### src/design/jtl_pkg.sv
// jtl_pkg: shared types, constants and character helpers for the JSON token lexer.
// Used by jtl_core, jtl_out_queue and json_token_lexer; depends on nothing.

package jtl_pkg;

    // Offsets and document limit
    localparam int unsigned POS_W         = 17;
    localparam int unsigned MAX_DOC_BYTES = 65536;

    // Result queue
    localparam int unsigned QDEPTH = 4;
    localparam int unsigned QCNT_W = 3;

    // Stream widths
    localparam int unsigned IN_TDATA_W  = 8;
    localparam int unsigned OUT_TDATA_W = 40;

    typedef enum logic [3:0] {
        TK_LBRACE   = 4'd0,
        TK_RBRACE   = 4'd1,
        TK_LBRACKET = 4'd2,
        TK_RBRACKET = 4'd3,
        TK_COMMA    = 4'd4,
        TK_COLON    = 4'd5,
        TK_STRING   = 4'd6,
        TK_NUMBER   = 4'd7,
        TK_TRUE     = 4'd8,
        TK_FALSE    = 4'd9,
        TK_NULL     = 4'd10,
        TK_EOF      = 4'd11,
        TK_ERROR    = 4'd12
    } t_tok_kind;

    typedef enum logic [1:0] {
        LIT_TRUE  = 2'd0,
        LIT_FALSE = 2'd1,
        LIT_NULL  = 2'd2
    } t_lit;

    typedef struct packed {
        t_tok_kind        kind;
        logic [POS_W-1:0] start_ofs;
        logic [POS_W-1:0] end_ofs;
        logic             last;
    } t_token;

    // Results of one processed item, at most two
    typedef struct packed {
        logic [1:0] count;
        t_token     tok0;
        t_token     tok1;
    } t_step;

    // Character codes
    localparam logic [7:0] CH_NUL      = 8'h00;
    localparam logic [7:0] CH_TAB      = 8'h09;
    localparam logic [7:0] CH_LF       = 8'h0A;
    localparam logic [7:0] CH_VT       = 8'h0B;
    localparam logic [7:0] CH_FF       = 8'h0C;
    localparam logic [7:0] CH_CR       = 8'h0D;
    localparam logic [7:0] CH_SPACE    = 8'h20;
    localparam logic [7:0] CH_QUOTE    = 8'h22;
    localparam logic [7:0] CH_COMMA    = 8'h2C;
    localparam logic [7:0] CH_MINUS    = 8'h2D;
    localparam logic [7:0] CH_DOT      = 8'h2E;
    localparam logic [7:0] CH_SLASH    = 8'h2F;
    localparam logic [7:0] CH_0        = 8'h30;
    localparam logic [7:0] CH_9        = 8'h39;
    localparam logic [7:0] CH_COLON    = 8'h3A;
    localparam logic [7:0] CH_UA       = 8'h41;
    localparam logic [7:0] CH_UF       = 8'h46;
    localparam logic [7:0] CH_LBRACKET = 8'h5B;
    localparam logic [7:0] CH_BSLASH   = 8'h5C;
    localparam logic [7:0] CH_RBRACKET = 8'h5D;
    localparam logic [7:0] CH_A        = 8'h61;
    localparam logic [7:0] CH_B        = 8'h62;
    localparam logic [7:0] CH_E        = 8'h65;
    localparam logic [7:0] CH_F        = 8'h66;
    localparam logic [7:0] CH_L        = 8'h6C;
    localparam logic [7:0] CH_N        = 8'h6E;
    localparam logic [7:0] CH_R        = 8'h72;
    localparam logic [7:0] CH_S        = 8'h73;
    localparam logic [7:0] CH_T        = 8'h74;
    localparam logic [7:0] CH_U        = 8'h75;
    localparam logic [7:0] CH_LBRACE   = 8'h7B;
    localparam logic [7:0] CH_RBRACE   = 8'h7D;

    function automatic logic is_digit(input logic [7:0] c);
        return (c >= CH_0) && (c <= CH_9);
    endfunction

    function automatic logic is_hex(input logic [7:0] c);
        return is_digit(c) || ((c >= CH_A) && (c <= CH_F)) || ((c >= CH_UA) && (c <= CH_UF));
    endfunction

    // Remaining characters of a literal after its first letter
    function automatic logic [7:0] tail_char(input t_lit sel, input logic [2:0] idx);
        logic [7:0] ch;
        ch = CH_NUL;
        case (sel)
            LIT_TRUE: begin
                case (idx)
                    3'd0: ch = CH_R;
                    3'd1: ch = CH_U;
                    3'd2: ch = CH_E;
                    default: ch = CH_NUL;
                endcase
            end
            LIT_FALSE: begin
                case (idx)
                    3'd0: ch = CH_A;
                    3'd1: ch = CH_L;
                    3'd2: ch = CH_S;
                    3'd3: ch = CH_E;
                    default: ch = CH_NUL;
                endcase
            end
            LIT_NULL: begin
                case (idx)
                    3'd0: ch = CH_U;
                    3'd1: ch = CH_L;
                    3'd2: ch = CH_L;
                    default: ch = CH_NUL;
                endcase
            end
            default: ch = CH_NUL;
        endcase
        return ch;
    endfunction

    function automatic logic [2:0] tail_len(input t_lit sel);
        return (sel == LIT_FALSE) ? 3'd4 : 3'd3;
    endfunction

    function automatic t_token mk_tok(input t_tok_kind kind, input logic [POS_W-1:0] s,
                                      input logic [POS_W-1:0] e);
        t_token t;
        t.kind      = kind;
        t.start_ofs = s;
        t.end_ofs   = e;
        t.last      = 1'b0;
        return t;
    endfunction

endpackage

### src/design/jtl_core.sv
// jtl_core: input register, lexer state and the single-pass step logic.
// Depends on jtl_pkg; hands up to two tokens per item to jtl_out_queue.

module jtl_core
    import jtl_pkg::*;
(
    input  logic                  i_clk,
    input  logic                  i_rst_n,
    input  logic                  s_axis_tvalid,
    output logic                  s_axis_tready,
    input  logic [IN_TDATA_W-1:0] s_axis_tdata,
    input  logic                  s_axis_tlast,
    input  logic                  i_room,
    output t_step                 o_step
);

    typedef enum logic [3:0] {
        M_IDLE  = 4'd0,
        M_STR   = 4'd1,
        M_ESC   = 4'd2,
        M_HEX   = 4'd3,
        M_TRUE  = 4'd4,
        M_FALSE = 4'd5,
        M_NULL  = 4'd6,
        M_MINUS = 4'd7,
        M_NUM   = 4'd8
    } t_lex_mode;

    logic             r_in_valid;
    logic [7:0]       r_in_byte;
    logic             r_in_end;

    t_lex_mode        r_mode, n_mode;
    logic [2:0]       r_sub, n_sub;
    logic [POS_W-1:0] r_pos, n_pos;
    logic [POS_W-1:0] r_tb, n_tb;
    logic             r_halt, n_halt;

    logic             fire;
    logic             s_acc;
    logic [7:0]       c;
    logic             fin;
    logic [POS_W-1:0] p1;

    // idle-mode decode of the current byte
    logic             id_put;
    t_token           id_tok;
    t_lex_mode        id_mode;
    logic [POS_W-1:0] id_tb;
    logic             id_sub_clr;
    logic             id_halt;

    // literal matching
    t_lit             lit_sel;
    t_tok_kind        lit_kind;
    logic             lit_ok;
    logic [2:0]       sub_inc;
    logic [2:0]       sub_dec;

    logic [1:0]       cnt;
    t_token           tok0, tok1;

    assign fire          = r_in_valid && i_room;
    assign s_axis_tready = !r_in_valid || i_room;
    assign s_acc         = s_axis_tvalid && s_axis_tready;

    assign c   = r_in_end ? CH_NUL : r_in_byte;
    assign fin = (c == CH_NUL);
    assign p1  = r_pos + POS_W'(1);

    always_comb begin
        id_put     = 1'b0;
        id_tok     = mk_tok(TK_EOF, r_pos, p1);
        id_mode    = M_IDLE;
        id_tb      = r_pos;
        id_sub_clr = 1'b0;
        id_halt    = 1'b0;
        case (c) inside
            CH_NUL: begin
                id_put = 1'b1;
            end
            CH_LBRACE: begin
                id_put = 1'b1; id_tok.kind = TK_LBRACE; id_tb = p1;
            end
            CH_RBRACE: begin
                id_put = 1'b1; id_tok.kind = TK_RBRACE; id_tb = p1;
            end
            CH_LBRACKET: begin
                id_put = 1'b1; id_tok.kind = TK_LBRACKET; id_tb = p1;
            end
            CH_RBRACKET: begin
                id_put = 1'b1; id_tok.kind = TK_RBRACKET; id_tb = p1;
            end
            CH_COMMA: begin
                id_put = 1'b1; id_tok.kind = TK_COMMA; id_tb = p1;
            end
            CH_COLON: begin
                id_put = 1'b1; id_tok.kind = TK_COLON; id_tb = p1;
            end
            CH_QUOTE: begin
                id_mode = M_STR; id_tb = p1;
            end
            CH_T: begin
                id_mode = M_TRUE; id_sub_clr = 1'b1;
            end
            CH_F: begin
                id_mode = M_FALSE; id_sub_clr = 1'b1;
            end
            CH_N: begin
                id_mode = M_NULL; id_sub_clr = 1'b1;
            end
            CH_MINUS: begin
                id_mode = M_MINUS;
            end
            CH_TAB, CH_LF, CH_VT, CH_FF, CH_CR, CH_SPACE: begin
                id_tb = p1;
            end
            [CH_0:CH_9]: begin
                id_mode = M_NUM;
            end
            default: begin
                id_put = 1'b1; id_tok.kind = TK_ERROR; id_halt = 1'b1;
            end
        endcase
    end

    always_comb begin
        unique case (r_mode)
            M_FALSE: begin lit_sel = LIT_FALSE; lit_kind = TK_FALSE; end
            M_NULL:  begin lit_sel = LIT_NULL;  lit_kind = TK_NULL;  end
            default: begin lit_sel = LIT_TRUE;  lit_kind = TK_TRUE;  end
        endcase
    end

    assign lit_ok  = (r_sub < tail_len(lit_sel)) && (c == tail_char(lit_sel, r_sub));
    assign sub_inc = r_sub + 3'd1;
    assign sub_dec = r_sub - 3'd1;

    always_comb begin
        n_mode = r_mode;
        n_sub  = r_sub;
        n_pos  = r_pos;
        n_tb   = r_tb;
        n_halt = r_halt;
        cnt    = 2'd0;
        tok0   = mk_tok(TK_ERROR, r_tb, p1);
        tok1   = id_tok;

        if (r_halt) begin
            // drop data bytes until the end of the document
        end else if (!fin && (r_pos >= POS_W'(MAX_DOC_BYTES))) begin
            cnt    = 2'd1;
            tok0   = mk_tok(TK_ERROR, r_tb, r_pos);
            n_halt = 1'b1;
        end else begin
            n_pos = p1;
            unique case (r_mode)
                M_STR: begin
                    if (fin) begin
                        cnt = 2'd1; n_halt = 1'b1;
                    end else if (c == CH_BSLASH) begin
                        n_mode = M_ESC;
                    end else if (c == CH_QUOTE) begin
                        cnt    = 2'd1;
                        tok0   = mk_tok(TK_STRING, r_tb, r_pos);
                        n_tb   = p1;
                        n_mode = M_IDLE;
                    end
                end
                M_ESC: begin
                    if ((c == CH_QUOTE) || (c == CH_BSLASH) || (c == CH_SLASH) ||
                        (c == CH_B) || (c == CH_F) || (c == CH_N) || (c == CH_R) ||
                        (c == CH_T)) begin
                        n_mode = M_STR;
                    end else if (c == CH_U) begin
                        n_mode = M_HEX;
                        n_sub  = 3'd4;
                    end else begin
                        cnt = 2'd1; n_halt = 1'b1;
                    end
                end
                M_HEX: begin
                    if (is_hex(c)) begin
                        n_sub = sub_dec;
                        if (sub_dec == 3'd0) begin
                            n_mode = M_STR;
                        end
                    end else begin
                        cnt = 2'd1; n_halt = 1'b1;
                    end
                end
                M_TRUE, M_FALSE, M_NULL: begin
                    if (lit_ok) begin
                        n_sub = sub_inc;
                        if (sub_inc >= tail_len(lit_sel)) begin
                            cnt    = 2'd1;
                            tok0   = mk_tok(lit_kind, r_tb, p1);
                            n_tb   = p1;
                            n_mode = M_IDLE;
                            n_sub  = 3'd0;
                        end
                    end else begin
                        cnt = 2'd1; n_halt = 1'b1;
                    end
                end
                M_MINUS: begin
                    if (is_digit(c)) begin
                        n_mode = M_NUM;
                    end else begin
                        cnt = 2'd1; tok0 = mk_tok(TK_ERROR, r_tb, r_pos); n_halt = 1'b1;
                    end
                end
                M_NUM: begin
                    // the terminating byte is lexed again from idle
                    if (!is_digit(c) && (c != CH_DOT)) begin
                        tok0   = mk_tok(TK_NUMBER, r_tb, r_pos);
                        cnt    = id_put ? 2'd2 : 2'd1;
                        n_mode = id_mode;
                        n_tb   = id_tb;
                        n_halt = id_halt;
                        if (id_sub_clr) begin
                            n_sub = 3'd0;
                        end
                    end
                end
                default: begin
                    tok0   = id_tok;
                    cnt    = id_put ? 2'd1 : 2'd0;
                    n_mode = id_mode;
                    n_tb   = id_tb;
                    n_halt = id_halt;
                    if (id_sub_clr) begin
                        n_sub = 3'd0;
                    end
                end
            endcase
        end

        // end of document: re-arm
        if (fin) begin
            n_mode = M_IDLE;
            n_sub  = 3'd0;
            n_pos  = '0;
            n_tb   = '0;
            n_halt = 1'b0;
        end

        tok0.last = (cnt == 2'd1);
        tok1.last = 1'b1;
    end

    assign o_step.count = fire ? cnt : 2'd0;
    assign o_step.tok0  = tok0;
    assign o_step.tok1  = tok1;

    always_ff @(posedge i_clk) begin
        if (!i_rst_n) begin
            r_in_valid <= 1'b0;
            r_mode     <= M_IDLE;
            r_sub      <= 3'd0;
            r_pos      <= '0;
            r_tb       <= '0;
            r_halt     <= 1'b0;
        end else begin
            if (s_acc) begin
                r_in_valid <= 1'b1;
            end else if (fire) begin
                r_in_valid <= 1'b0;
            end
            if (fire) begin
                r_mode <= n_mode;
                r_sub  <= n_sub;
                r_pos  <= n_pos;
                r_tb   <= n_tb;
                r_halt <= n_halt;
            end
        end
    end

    always_ff @(posedge i_clk) begin
        if (s_acc) begin
            r_in_byte <= s_axis_tdata;
            r_in_end  <= s_axis_tlast;
        end
    end

    a_halt_silent: assert property (@(posedge i_clk) disable iff (!i_rst_n)
        (fire && r_halt) |-> (o_step.count == 2'd0))
        else $error("halted lexer produced a token");

    a_rearm: assert property (@(posedge i_clk) disable iff (!i_rst_n)
        (fire && fin) |=> ((r_pos == '0) && !r_halt && (r_mode == M_IDLE)))
        else $error("lexer not re-armed after end of document");

    a_pos_bound: assert property (@(posedge i_clk) disable iff (!i_rst_n)
        r_pos <= POS_W'(MAX_DOC_BYTES))
        else $error("byte position beyond document limit");

endmodule

### src/design/jtl_out_queue.sv
// jtl_out_queue: shifting result queue that takes up to two tokens per cycle while it has room for two.
// Depends on jtl_pkg; drains one token per transaction towards the output.

module jtl_out_queue
    import jtl_pkg::*;
(
    input  logic   i_clk,
    input  logic   i_rst_n,
    input  t_step  i_push,
    output logic   o_room,
    output logic   o_valid,
    input  logic   i_ready,
    output t_token o_head
);

    t_token            r_q [QDEPTH];
    t_token            n_q [QDEPTH];
    logic [QCNT_W-1:0] r_cnt, n_cnt;
    logic [QCNT_W-1:0] cnt_p;
    logic              pop;

    assign o_valid = (r_cnt != '0);
    assign o_head  = r_q[0];
    assign o_room  = (r_cnt <= QCNT_W'(QDEPTH - 2));
    assign pop     = o_valid && i_ready;
    assign cnt_p   = r_cnt - QCNT_W'(pop);
    assign n_cnt   = cnt_p + QCNT_W'(i_push.count);

    always_comb begin
        for (int i = 0; i < QDEPTH; i++) begin
            n_q[i] = r_q[i];
        end
        if (pop) begin
            for (int i = 0; i < QDEPTH - 1; i++) begin
                n_q[i] = r_q[i + 1];
            end
        end
        for (int i = 0; i < QDEPTH; i++) begin
            if ((i_push.count != 2'd0) && (cnt_p == QCNT_W'(i))) begin
                n_q[i] = i_push.tok0;
            end
            if ((i_push.count == 2'd2) && ((cnt_p + QCNT_W'(1)) == QCNT_W'(i))) begin
                n_q[i] = i_push.tok1;
            end
        end
    end

    always_ff @(posedge i_clk) begin
        if (!i_rst_n) begin
            r_cnt <= '0;
        end else begin
            r_cnt <= n_cnt;
        end
    end

    always_ff @(posedge i_clk) begin
        for (int i = 0; i < QDEPTH; i++) begin
            r_q[i] <= n_q[i];
        end
    end

    a_no_overflow: assert property (@(posedge i_clk) disable iff (!i_rst_n)
        (i_push.count != 2'd0) |-> o_room)
        else $error("token pushed without room");

    a_cnt_bound: assert property (@(posedge i_clk) disable iff (!i_rst_n)
        r_cnt <= QCNT_W'(QDEPTH))
        else $error("queue count beyond depth");

endmodule

### src/design/json_token_lexer.sv
// json_token_lexer: top level of the streaming JSON tokenizer.
// Depends on jtl_pkg, jtl_core and jtl_out_queue.
//
// Usage
//   Input stream (s_axis_*): one document byte per transaction in tdata. tlast
//   marks the end of a document; its tdata is ignored. A zero byte also ends
//   the document. After every end the lexer re-arms for the next document.
//   Output stream (m_axis_*): one token per transaction. tdata carries kind,
//   start offset and exclusive end offset; tlast flags the final token caused
//   by one input byte (a byte yields zero, one or two tokens).
//   A byte waits in the input register; its tokens then enter the result queue.
//   Throughput: the step logic handles one byte per cycle while the queue has
//   room, and the four-entry result queue drains one token per cycle while
//   m_axis_tready is high, so bytes yielding two tokens (a number closed by
//   punctuation or the end) stall input only once the queue holds over two tokens.
//   An error token halts the lexer: data bytes are swallowed without output
//   until the end of the document.
//   Reset: i_rst_n low at a clock edge clears the input register, the lexer
//   state and the queue; s_axis_tready is high straight after.
//   Receiver stall: tokens are held in the queue; when it has fewer than two
//   free entries the input register holds and s_axis_tready drops.

module json_token_lexer
    import jtl_pkg::*;
(
    input  logic                   i_clk,
    input  logic                   i_rst_n,
    input  logic                   s_axis_tvalid,
    output logic                   s_axis_tready,
    input  logic [IN_TDATA_W-1:0]  s_axis_tdata,   // [7:0] data_byte
    input  logic                   s_axis_tlast,   // end_of_input
    output logic                   m_axis_tvalid,
    input  logic                   m_axis_tready,
    output logic [OUT_TDATA_W-1:0] m_axis_tdata,   // [3:0] token_kind, [20:4] token_start,
                                                   // [37:21] token_end, [39:38] zero
    output logic                   m_axis_tlast    // last_of_run
);

    t_step  step;
    logic   room;
    t_token head;

    // Lexer: input register plus the per-byte step
    jtl_core u_core (
        .i_clk         (i_clk),
        .i_rst_n       (i_rst_n),
        .s_axis_tvalid (s_axis_tvalid),
        .s_axis_tready (s_axis_tready),
        .s_axis_tdata  (s_axis_tdata),
        .s_axis_tlast  (s_axis_tlast),
        .i_room        (room),
        .o_step        (step)
    );

    // Result queue: decouples output stalls from the input side
    jtl_out_queue u_queue (
        .i_clk   (i_clk),
        .i_rst_n (i_rst_n),
        .i_push  (step),
        .o_room  (room),
        .o_valid (m_axis_tvalid),
        .i_ready (m_axis_tready),
        .o_head  (head)
    );

    // Pack the token, padding to whole bytes
    assign m_axis_tdata = {2'b00, head.end_ofs, head.start_ofs, head.kind};
    assign m_axis_tlast = head.last;

endmodule

### config.mk
export PLATFORM = sky130hd
export DESIGN_NAME = json_token_lexer
export DESIGN_NICKNAME = d
export VERILOG_FILES = /design/src/design/jtl_pkg.sv /design/src/design/jtl_core.sv /design/src/design/jtl_out_queue.sv /design/src/design/json_token_lexer.sv
export SDC_FILE = /design/constraint.sdc
export NUM_CORES = 1
export LEC_CHECK = 0
export ABC_AREA = 1
export ABC_CLOCK_PERIOD_IN_PS = 4440
export BUFFER_PORTS_ARGS = -buffer_cell sky130_fd_sc_hd__clkbuf_2
export CELL_PAD_IN_SITES_DETAIL_PLACEMENT = 1
export CELL_PAD_IN_SITES_GLOBAL_PLACEMENT = 2
export CORE_ASPECT_RATIO = 1.2
export CORE_MARGIN = 10
export CORE_UTILIZATION = 25
export DETAILED_ROUTE_END_ITERATION = 10
export MAX_ROUTING_LAYER = met4
export PLACE_DENSITY_LB_ADDON = 0.1
export SLEW_MARGIN = 25
export SYNTH_ARGS = -nofsm -noshare
export SYNTH_HDL_FRONTEND = slang
export SYNTH_SLANG_ARGS = --single-unit
### constraint.sdc
create_clock -name i_clk -period 4.44 [get_ports i_clk]
set_input_delay 0.222 -clock i_clk [delete_from_list [all_inputs] [get_ports i_clk]]
set_output_delay 0.222 -clock i_clk [all_outputs]
set_load 0.05 [all_outputs]
* Word-level counts from Yosys, hierarchy flattened
Memories as Yosys holds them, arrays and structs flattened. Index checks and enable logic that the tools add are counted.
Word-level totals: bits in registers 55, bits in writable memories 156, input bits 13, logic and storage cells 297, memories kept 1
Cells by class: add/sub/neg operators 6, magnitude comparators 10, eq/ne operators 61, mux-type cells 161, reduce and logical (&&, ||, !) cells 49
Memory list:
- u_queue.r_q | words 4, bits a word 39, read ports 4, clocked after Yosys merged registers in 0, wr ports 4, line jtl_out_queue.sv:16 | t_token r_q [QDEPTH];
Operators with widths (count):
- $mux 39 | 14
- $mux 17 | 23
- $pmux 39 s5 | 1
- $mux 4 | 37
- $mux 117 | 1
- $eq 8x7->1 const B | 11
- $mux 38 | 2
- $pmux 17 s4 | 1
- $eq 8x6->1 const B | 6
- $mux 1 | 48
- $mux 3 | 14
- $eq 8x4->1 const B | 5
- $pmux 7 s4 | 1
- $ne 3x1->1 const B | 8
- $pmux 4 s6 | 1
- $pmux 8 s3 | 1
- $pmux 7 s3 | 1
- $eq 3x2->1 const B | 6
- $mux 18 | 1
- $reduce_and 9->1 | 2
- $add 17x1->17 const B | 1
- $ge 17x17->1 const B | 1
- $logic_and 1x1->1 | 17
- $eq 4x3->1 const B | 4
- 42 further kinds | 80

* Logic depth before layout (Yosys ltp)
Gate-level depths: netlist of the first run.
depth after elaboration 27, gate-level depth with buffers 24, gate-level depth less buffers 24

* Modules after synthesis
A second synthesis of the first run with hierarchy kept.
Second synthesis, totals: cells, all modules 1925, area, all modules 13591.8 µm²
Modules (own cells, without submodules):
- jtl_out_queue | instances 1, cells an instance 1097, area an instance 8782.2 µm², sequential area each 4744.6 µm²
- jtl_core | instances 1, cells an instance 825, area an instance 4790.8 µm², sequential area each 1131.1 µm²
- json_token_lexer | instances 1, cells an instance 3, area an instance 18.8 µm², sequential area each 0.0 µm²

* Least setup slack after synthesis of the first run
OpenSTA, ideal clock, no wires.
kind reg2reg, start point reg u_queue.r_cnt[2] (netlist name), end point mem u_queue.r_q[2][10] in the netlist's numbering (enable), arrival 3812 ps, path slack 12 ps, stages on the path, launching flop included 16, cells stage by stage dfxtp_1 nor2_1 nand2_1 nand2_1 inv_1 ha_1 ha_1 nor2_1 ha_1 inv_1 nor2_2 inv_1 nor2_1 inv_1 clkbuf_1 nand3_1
RTL lines (line):
- end, declared | jtl_out_queue.sv:16

==> results of run 1 <==
## synth_stat cells, drive strengths merged, types with 2 or more instances
| cell type | instances |
|---|---|
| a211oi | 4 |
| a21oi | 57 |
| a22oi | 2 |
| a31oi | 4 |
| buf | 55 |
| clkbuf | 37 |
| clkinv | 6 |
| dfxtp | 50 |
| edfxtp | 161 |
| ha | 18 |
| inv | 258 |
| nand2 | 624 |
| nand3 | 293 |
| nand4 | 15 |
| nor2 | 100 |
| nor3 | 16 |
| nor4 | 3 |
| o211ai | 8 |
| o21ai | 69 |
| o22ai | 36 |
| xor2 | 11 |
## sequential cells by signal, indices dropped and copies added, names as in the netlist, 3 cells and up
signal,count
u_queue.r_q,156
u_core.r_pos,17
u_core.r_tb,17
u_core.r_in_byte,8
u_core.r_mode,4
u_core.r_sub,3
u_queue.r_cnt,3
## per-layer routing
metal	GRT usage (%)	share of wire [%]	vias up	routed length [um]
met5	-	0	-	0
met2	33.69	53	176	29850
met4	5.094	2.8	0	1547
met1	20.12	41	6164	23310
li1	-	-	6096	-
met3	1.866	2.7	84	1515
## area by class of cell
class,instances,share of cell area (%)
Multi-Input combinational cell,1272,39.41
Sequential cell,211,37.40
Inverter,264,6.358
Timing Repair Buffer,120,5.749
Tap cell,705,5.653
Clock buffer,42,5.156
Clock inverter,10,0.2806
## per-stage QoR
step / util (%) / instance area (um^2) / total power, uW
after floorplan: - / 13340 / 6770
after global placement: 27.77 / 14640 / 8764
after detailed placement: 27.77 / 14640 / 8776
after CTS: 29.57 / 15590 / 11000
after global routing: 29.60 / 15610 / 11590
final: 29.60 / 15610 / 10790
## kinds of logic after synthesis
family,Yosys count
flops,211
xor+xnor,12
compound gates,187
fa+ha+maj,19
simple gates,1052
other cells,1
buf+inv,356
## power by group
group	switching (uW)	internal, uW	leakage, uW
registers	204	2960	0.00196
logic	4210	1270	0.00460
clock network	908	1240	0.000418
total	5320	5470	0.00698
## repair_timing
item,4_1_cts,5_1_grt
setup endpoints to repair,0,92
setup buffers,0,0
hold endpoints to repair,10,0
resized for setup,0,3
hold buffers,10,0
## final timing paths
path | from | end | slack (ns) | depth (start not counted)
worst max register to register | u_core.r_mode[1] | u_queue.r_q[3][25] | 0.50 | 21
worst min-delay path | i_rst_n | u_core.r_mode[1] | 0.12 | 3
worst max-delay path | u_core.r_mode[1] | u_queue.r_q[3][25] | 0.50 | 21
worst min register to register | u_core.r_tb[4] | u_core.r_tb[4] | 0.46 | 2
## worst max-delay path, delay by kind of cell, from the launching register on
kind	cells	cell delay [ns]
adder cells (fa/ha/maj)	1	0.36
AO/OA/AOI/OAI	4	0.61
buffers and inverters	4	0.83
AND/OR/NAND/NOR	12	1.46
flip-flops	1	0.34
==> key figures, run 1 <==
Status
  – Run status: finished clean

Synth
  – YS warnings: 0
  – Synth Area in Compound Gates: under 10%
  – Post-Synth XOR/XNOR Area: 0.7879%
  – Area share of fa/ha/maj cells after synthesis: under 10%
  – Main synth FF type: edfxtp_1
  – Number of synthesized flops with an enable pin: 161
  – Syn avg cell area: 7.257 um^2
  – Leading cell types by total area after synthesis: edfxtp_1, nand2_1, nand3_1, dfxtp_1, inv_1
  – Synth area leader: edfxtp_1
  – Simple-Gate Fraction of Synth Area: 33.62%
  – Seq/Total Area, Yosys: 43.75%
  – Main combinational cell family by area after synthesis: simple AND/OR/NAND/NOR gates
  – Post-synth ARST share: 0%
  – #FFs+latches synth: about 210
  – Post-synthesis cell type count: 46
  – Mapped cell area: 13340 um^2
  – Post-synth top area share: 36.24%
  – Syn Inst Count: around 1800
  – Mux share of post-synthesis cell area: 0%

Drt
  – Routed wire length per instance: between 20 and 25 um
  – Number of DRC markers in iteration 0: 604
  – DRC viols: 0
  – Routed Wire Length: about 56 mm
  – Vias post-DR: about 13000
  – Pre-antenna DRT Iters: 6
  – Routed Antenna Nets: 0
  – DR vias/cell: 4.771

Job
  – Max cap viols: 0

Timing
  – Max Slew Vio Count: 0
  – Hold slack: 0.1152 ns
  – Max Freq: 254.1 MHz
  – RSZ-0062 raised after global routing: false
  – Slew Limit Headroom: 44.52%
  – Worst Slack Setup Final: approximately 0.5 ns
  – Worst-Margin Slew: about 0.83 ns
  – Setup TNS: 0 ns
  – Period utilization: 88.64%
  – Min Tclk post-route: roughly 3.9 ns
  – Final setup vio count: 0
  – Skew final: 0.01167 ns
  – Final hold violations: 0

GRT
  – Initial antenna violation count: 0
  – Global route overflow: 0
  – Gr usage total: 18.13%
  – First-pass GRT wire length: between 80 and 90 mm
  – Number of global-route vias before repair: 13183
  – Largest net degree at the start of global routing: between 80 and 90

CTS
  – Num CTS Buffers: 28
  – Sinks on Clock Net: 211
  – Longest Clk Path Bufs: 3
  – Clock Latency Late Sink: 0.55 ns
  – Htree depth: 1
  – CTS tree: done
  – Clock Tree Root: clkbuf_16
  – Clk pin slew, worst setup/hold paths: 0.06 ns

Place
  – Inst Count DP: 2562
  – HPWL Detailed: 40.47 mm
  – Pre-CTS setup slack: 0.1233 ns
  – Routability cong.: 0.8776
  – IO buf count: 53

Floorplan
  – Cell row count: 92
  – I/O pin cnt: 56
  – Initial Util: 25.30%
  – Die Wd: around 230 um
  – Die ar.: ~63000 um^2
  – Die H: 273.0 um
  – Core area: 52720 um^2

Cells and area
  – Multi-input gate area: 6150 um^2
  – Layout cells sized above 1: 11.67%
  – Finished Layout Cells: 2624
  – Nets: 1929
  – Layout area overhead: 16.99%
  – FF/Latch Area: 5836 um^2
  – Commonest non-fill, non-tap cell in the layout: nand2_1
  – Commonest non-fill, non-tap cells in the layout: nand2_1, nand3_1, inv_1
  – Fillers: 6492
  – Inserted Diodes: 0

Worst setup path
  – CP Class: flip-flop to flip-flop
  – Worst-path cell chain: inv_1 > nand2_1 > inv_1 > nand2_1 > ha_1 > a21oi_1 > o211ai_1 > a21oi_1 > nand3_1 > nor2_1 > nand2_1 > nand2_1 > nand3_1 > nand2_1 > nand2_1 > nand2_1 > nand2_4 > buf_4 > nand3_2 > buf_4 > o22ai_2
  – Req. time, crit path: 4.71 ns
  – CP max stage delay: 0.36 ns
  – CP arrival: 4.21 ns
  – Peak fanout along the critical path: 31
  – CP Capture Type: flip-flop
  – Slowest library cell on the worst path: ha_1
  – Most common cell on crit path: nand2_1
  – Critical Path Start Type: flip-flop

Hold path
  – HP Class: input pin to flip-flop

Power and ir drop
  – VDD IR max: 468.7 uV
  – Power per cell area: 691.6 nW/um^2
  – Static leakage: about 0.0070 uW
(Power assumes the default switching activity.)
==> inputs of run 2 (changes only) <==
--- a/config.mk
+++ b/config.mk
@@ -6,7 +6,7 @@
 export NUM_CORES = 1
 export LEC_CHECK = 0
 export ABC_AREA = 1
-export ABC_CLOCK_PERIOD_IN_PS = 4440
+export ABC_CLOCK_PERIOD_IN_PS = 4600
 export BUFFER_PORTS_ARGS = -buffer_cell sky130_fd_sc_hd__clkbuf_2
 export CELL_PAD_IN_SITES_DETAIL_PLACEMENT = 1
 export CELL_PAD_IN_SITES_GLOBAL_PLACEMENT = 2
@@ -19,4 +19,5 @@
 export SLEW_MARGIN = 25
 export SYNTH_ARGS = -nofsm -noshare
 export SYNTH_HDL_FRONTEND = slang
+export SYNTH_HIERARCHICAL = 1
 export SYNTH_SLANG_ARGS = --single-unit
==> constraint.sdc (replaced) <==
create_clock -name i_clk -period 4.6 [get_ports i_clk]
set_input_delay 0.23 -clock i_clk [delete_from_list [all_inputs] [get_ports i_clk]]
set_output_delay 0.23 -clock i_clk [all_outputs]
set_load 0.05 [all_outputs]
==> run 2 against run 1 <==
Effect of this change: register-to-register slack about the same; maximum frequency is 4.1% lower; non-clock buffer count decreased by 15; via count increased by 1.6%; critical path depth is 1 lower; area after synthesis grew 1.9%; setup slack lost 0.0094 ns; sequential power fell by 3%; clock-buffer cell count is 10 lower; cell count increased by 2.6%; synthesized cell count is 4.7% higher; critical endpoint is now u_queue/r_q[0][27]; largest power group unchanged.
==> key figures, run 2 <==
Timing
  – Min Tclk post-route: 4.105 ns
  – Slew Limit Headroom: about 37%
  – Worst-Margin Slew: 0.9372 ns
  – Setup TNS: 0 ns
  – Final hold violations: 0
  – RSZ-0062 raised after global routing: false
  – Period utilization: 89.24%
  – Worst Slack Setup Final: 0.4950 ns
  – Final setup vio count: 0
  – Skew final: 0.01223 ns
  – Max Slew Vio Count: 0
  – Max Freq: between 200 and 250 MHz

Place
  – Dpl cell area: 14690 um^2
  – IO buf count: 53
  – Pre-CTS setup slack: 0.3907 ns
  – HPWL Detailed: around 39 mm
  – Inst Count DP: between 2000 and 3000
  – Routability cong.: 0.8209

CTS
  – Clock Tree Root: clkbuf_16
  – Sinks on Clock Net: 211
  – CTS tree: done
  – Num CTS Buffers: 27
  – Clk pin slew, worst setup/hold paths: 0.06 ns
  – Longest Clk Path Bufs: 3
  – Htree depth: 1
  – Clock Latency Late Sink: 0.56 ns

Power and ir drop
  – Clock power frac: between 10% and 20%
  – Static leakage: 0.007296 uW
  – Int Power: 5121 uW
  – VDD IR max: 291.7 uV
  – Comb pwr share: approximately half
  – Switching pwr: 4702 uW
  – Seq pwr share: 31.5%
  – Net Sw Frac: 47.87%
  – Power per cell area: 631.0 nW/um^2

Hold path
  – Hold Path Origin: i_rst_n
  – Hold Path End: u_core/r_sub[1]
  – Hold depth: 3
  – HP Class: input pin to flip-flop

Cells and area
  – Commonest non-fill, non-tap cells in the layout: nand2_1, nand3_1, inv_1
  – Commonest non-fill, non-tap cell in the layout: nand2_1
  – Nets: 1992
  – Inserted Diodes: 0
  – Largest register FFs: 156
  – Finished Layout Cells: around 2700
  – Final instance area: 15570 um^2
  – Most flops, register: u_queue/r_q
  – Largest regs: u_queue/r_q x156, u_core/r_pos x17, u_core/r_tb x17
  – Layout area overhead: 14.54%
  – Layout cells sized above 1: 9.743%

Worst setup path
  – R2R Setup Slk: around 0.49 ns
  – RR Startpoint: u_core/r_mode[0]
  – Worst-path cell chain: nand2_1 > nor2_2 > ha_1 > inv_1 > nor2_1 > o21ai_0 > nand2_1 > a21oi_1 > nand3_1 > nor2_2 > nand2_1 > nand2_1 > nand2_1 > nor3_1 > nor2_1 > nor2_1 > nor2_4 > nand2_1 > nand3_2 > buf_12
  – Critical Path Start Type: flip-flop
  – CP arrival: about 4.4 ns
  – CP Class: flip-flop to flip-flop
  – R2r worst-path depth: 20
  – Slowest library cell on the worst path: dfxtp_1
  – Peak fanout along the critical path: 28
  – CP Capture Type: flip-flop
  – Req. time, crit path: 4.88 ns
  – Reg2reg end: u_queue/r_q[0][27]
  – CP max stage delay: between 0.4 and 0.5 ns
  – Most common cell on crit path: nand2_1

GRT
  – Global route overflow: 0
  – Number of global-route vias before repair: 13181
  – First-pass GRT wire length: 83.06 mm
  – Initial antenna violation count: 0
  – Largest net degree at the start of global routing: 79
  – Gr usage total: 17.41%

Synth
  – Number of synthesized flops with an enable pin: 165
  – Most frequent cell after synthesis: nand2_1
  – Seq/Total Area, Yosys: 43.23%
  – Leading cell types by total area after synthesis: edfxtp_1, nand2_1, nand3_1, inv_1, dfxtp_1
  – Synth cell count leaders: nand2_1, nand3_1, inv_1, edfxtp_1, nor2_1
  – Post-synth top area share: between 30% and 40%
  – Syn avg cell area: 7.061 um^2
  – Syn Inst Count: 1925
  – Synth area leader: edfxtp_1
  – Main synth FF type: edfxtp_1
  – Mapped cell area: 13590 um^2
  – Post-synth ARST share: 0%
  – #FFs+latches synth: 211
  – YS warnings: 6
  – Post-synthesis cell type count: 45

Job
  – Max cap viols: 0

Drt
  – Number of DRC markers in iteration 0: 690
  – DRC viols: 0
  – DR vias/cell: 4.722
  – Pre-antenna DRT Iters: 5
  – Vias post-DR: 12715
  – Routed Wire Length: 54.99 mm
  – Routed Antenna Nets: 0
  – Routed wire length per instance: 20.42 um

Floorplan
  – Die Wd: 232.9 um
  – Initial Util: 25.28%
  – Cell row count: 93
  – I/O pin cnt: 56
  – Die ar.: 64130 um^2
  – Die H: 275.4 um
  – Core area: around 54000 um^2

Status
  – Run status: finished clean
run 2: cell type report:
cell class	count	area, um^2
flip-flops and latches	211	5876
repair buffers	105	772.0
clock inverters	17	81.33
inverters	295	1111
multi-input cells	1321	6142
well taps	712	890.9
clock buffers	32	694.4
fillers	6700	38190
run 2: cell families after synthesis:
kind of cell,Yosys count,share of synthesized area [%]
AND/OR/NAND/NOR,1145,36.65
buffers and inverters,394,11.90
flip-flops,211,43.23
AO/OA/AOI/OAI,146,5.873
adder cells (fa/ha/maj),18,1.712
XOR/XNOR,9,0.5800
other,2,0.05525
run 2: worst max path at each step:
stage	endpoint	depth (start not counted)	slack, ns	from
2_1_floorplan	u_queue/r_q[0][0]	16	0.23	u_queue/r_cnt[1]
6_report	u_queue/r_q[0][27]	20	0.49	u_core/r_mode[0]
3_5_place_dp	u_queue/r_q[1][20]	22	0.39	u_core/r_mode[0]
4_1_cts	u_queue/r_q[1][20]	22	0.38	u_core/r_mode[0]
3_3_place_gp	u_queue/r_q[1][24]	23	0.51	u_core/r_mode[3]
5_1_grt	u_queue/r_q[0][19]	21	0.004	u_core/r_mode[3]
run 2: power groups by stage:
stage          logic [uW]  clock network [uW]  registers (uW)
2_1_floorplan        2720                   0            3730
3_3_place_gp         4820                   0            3130
3_5_place_dp         4860                   0            3140
4_1_cts              4880                2040            3100
5_1_grt              5320                2110            3150
6_report             4780                1950            3090
run 2: routing by layer:
metal  GRT usage [%]  share of wire, %  wire [um]
met1           20.65                44      24430
met3           1.684               2.7       1472
met4           3.557               1.4        762
met5               -                 0          0
met2           31.41                52      28330
run 2: metrics by stage:
stage / power, uW / utilization [%] / hold slack (ns)
6_report: 9823 / 28.96 / 0.3276
3_3_place_gp: 7941 / 27.32 / 0.4069
4_1_cts: 10020 / 28.95 / 0.3215
3_5_place_dp: 8000 / 27.32 / 0.4090
5_1_grt: 10570 / 28.96 / 0.3634
2_1_floorplan: 6450 / - / 0.3235
run 2: worst max-delay path, delay by kind of cell, from the launching register on:
kind                     cells  cell delay [ns]
AND/OR/NAND/NOR             15             2.41
flip-flops                   1             0.47
adder cells (fa/ha/maj)      1             0.27
AO/OA/AOI/OAI                2             0.26
buffers and inverters        2             0.37
run 2: repair_timing:
item / CTS / global route
hold buffers: 10 / 0
setup buffers: 0 / 0
endpoints found under the hold margin: 10 / 0
endpoints found under the setup margin: 0 / 37
gates resized for setup: 0 / 1
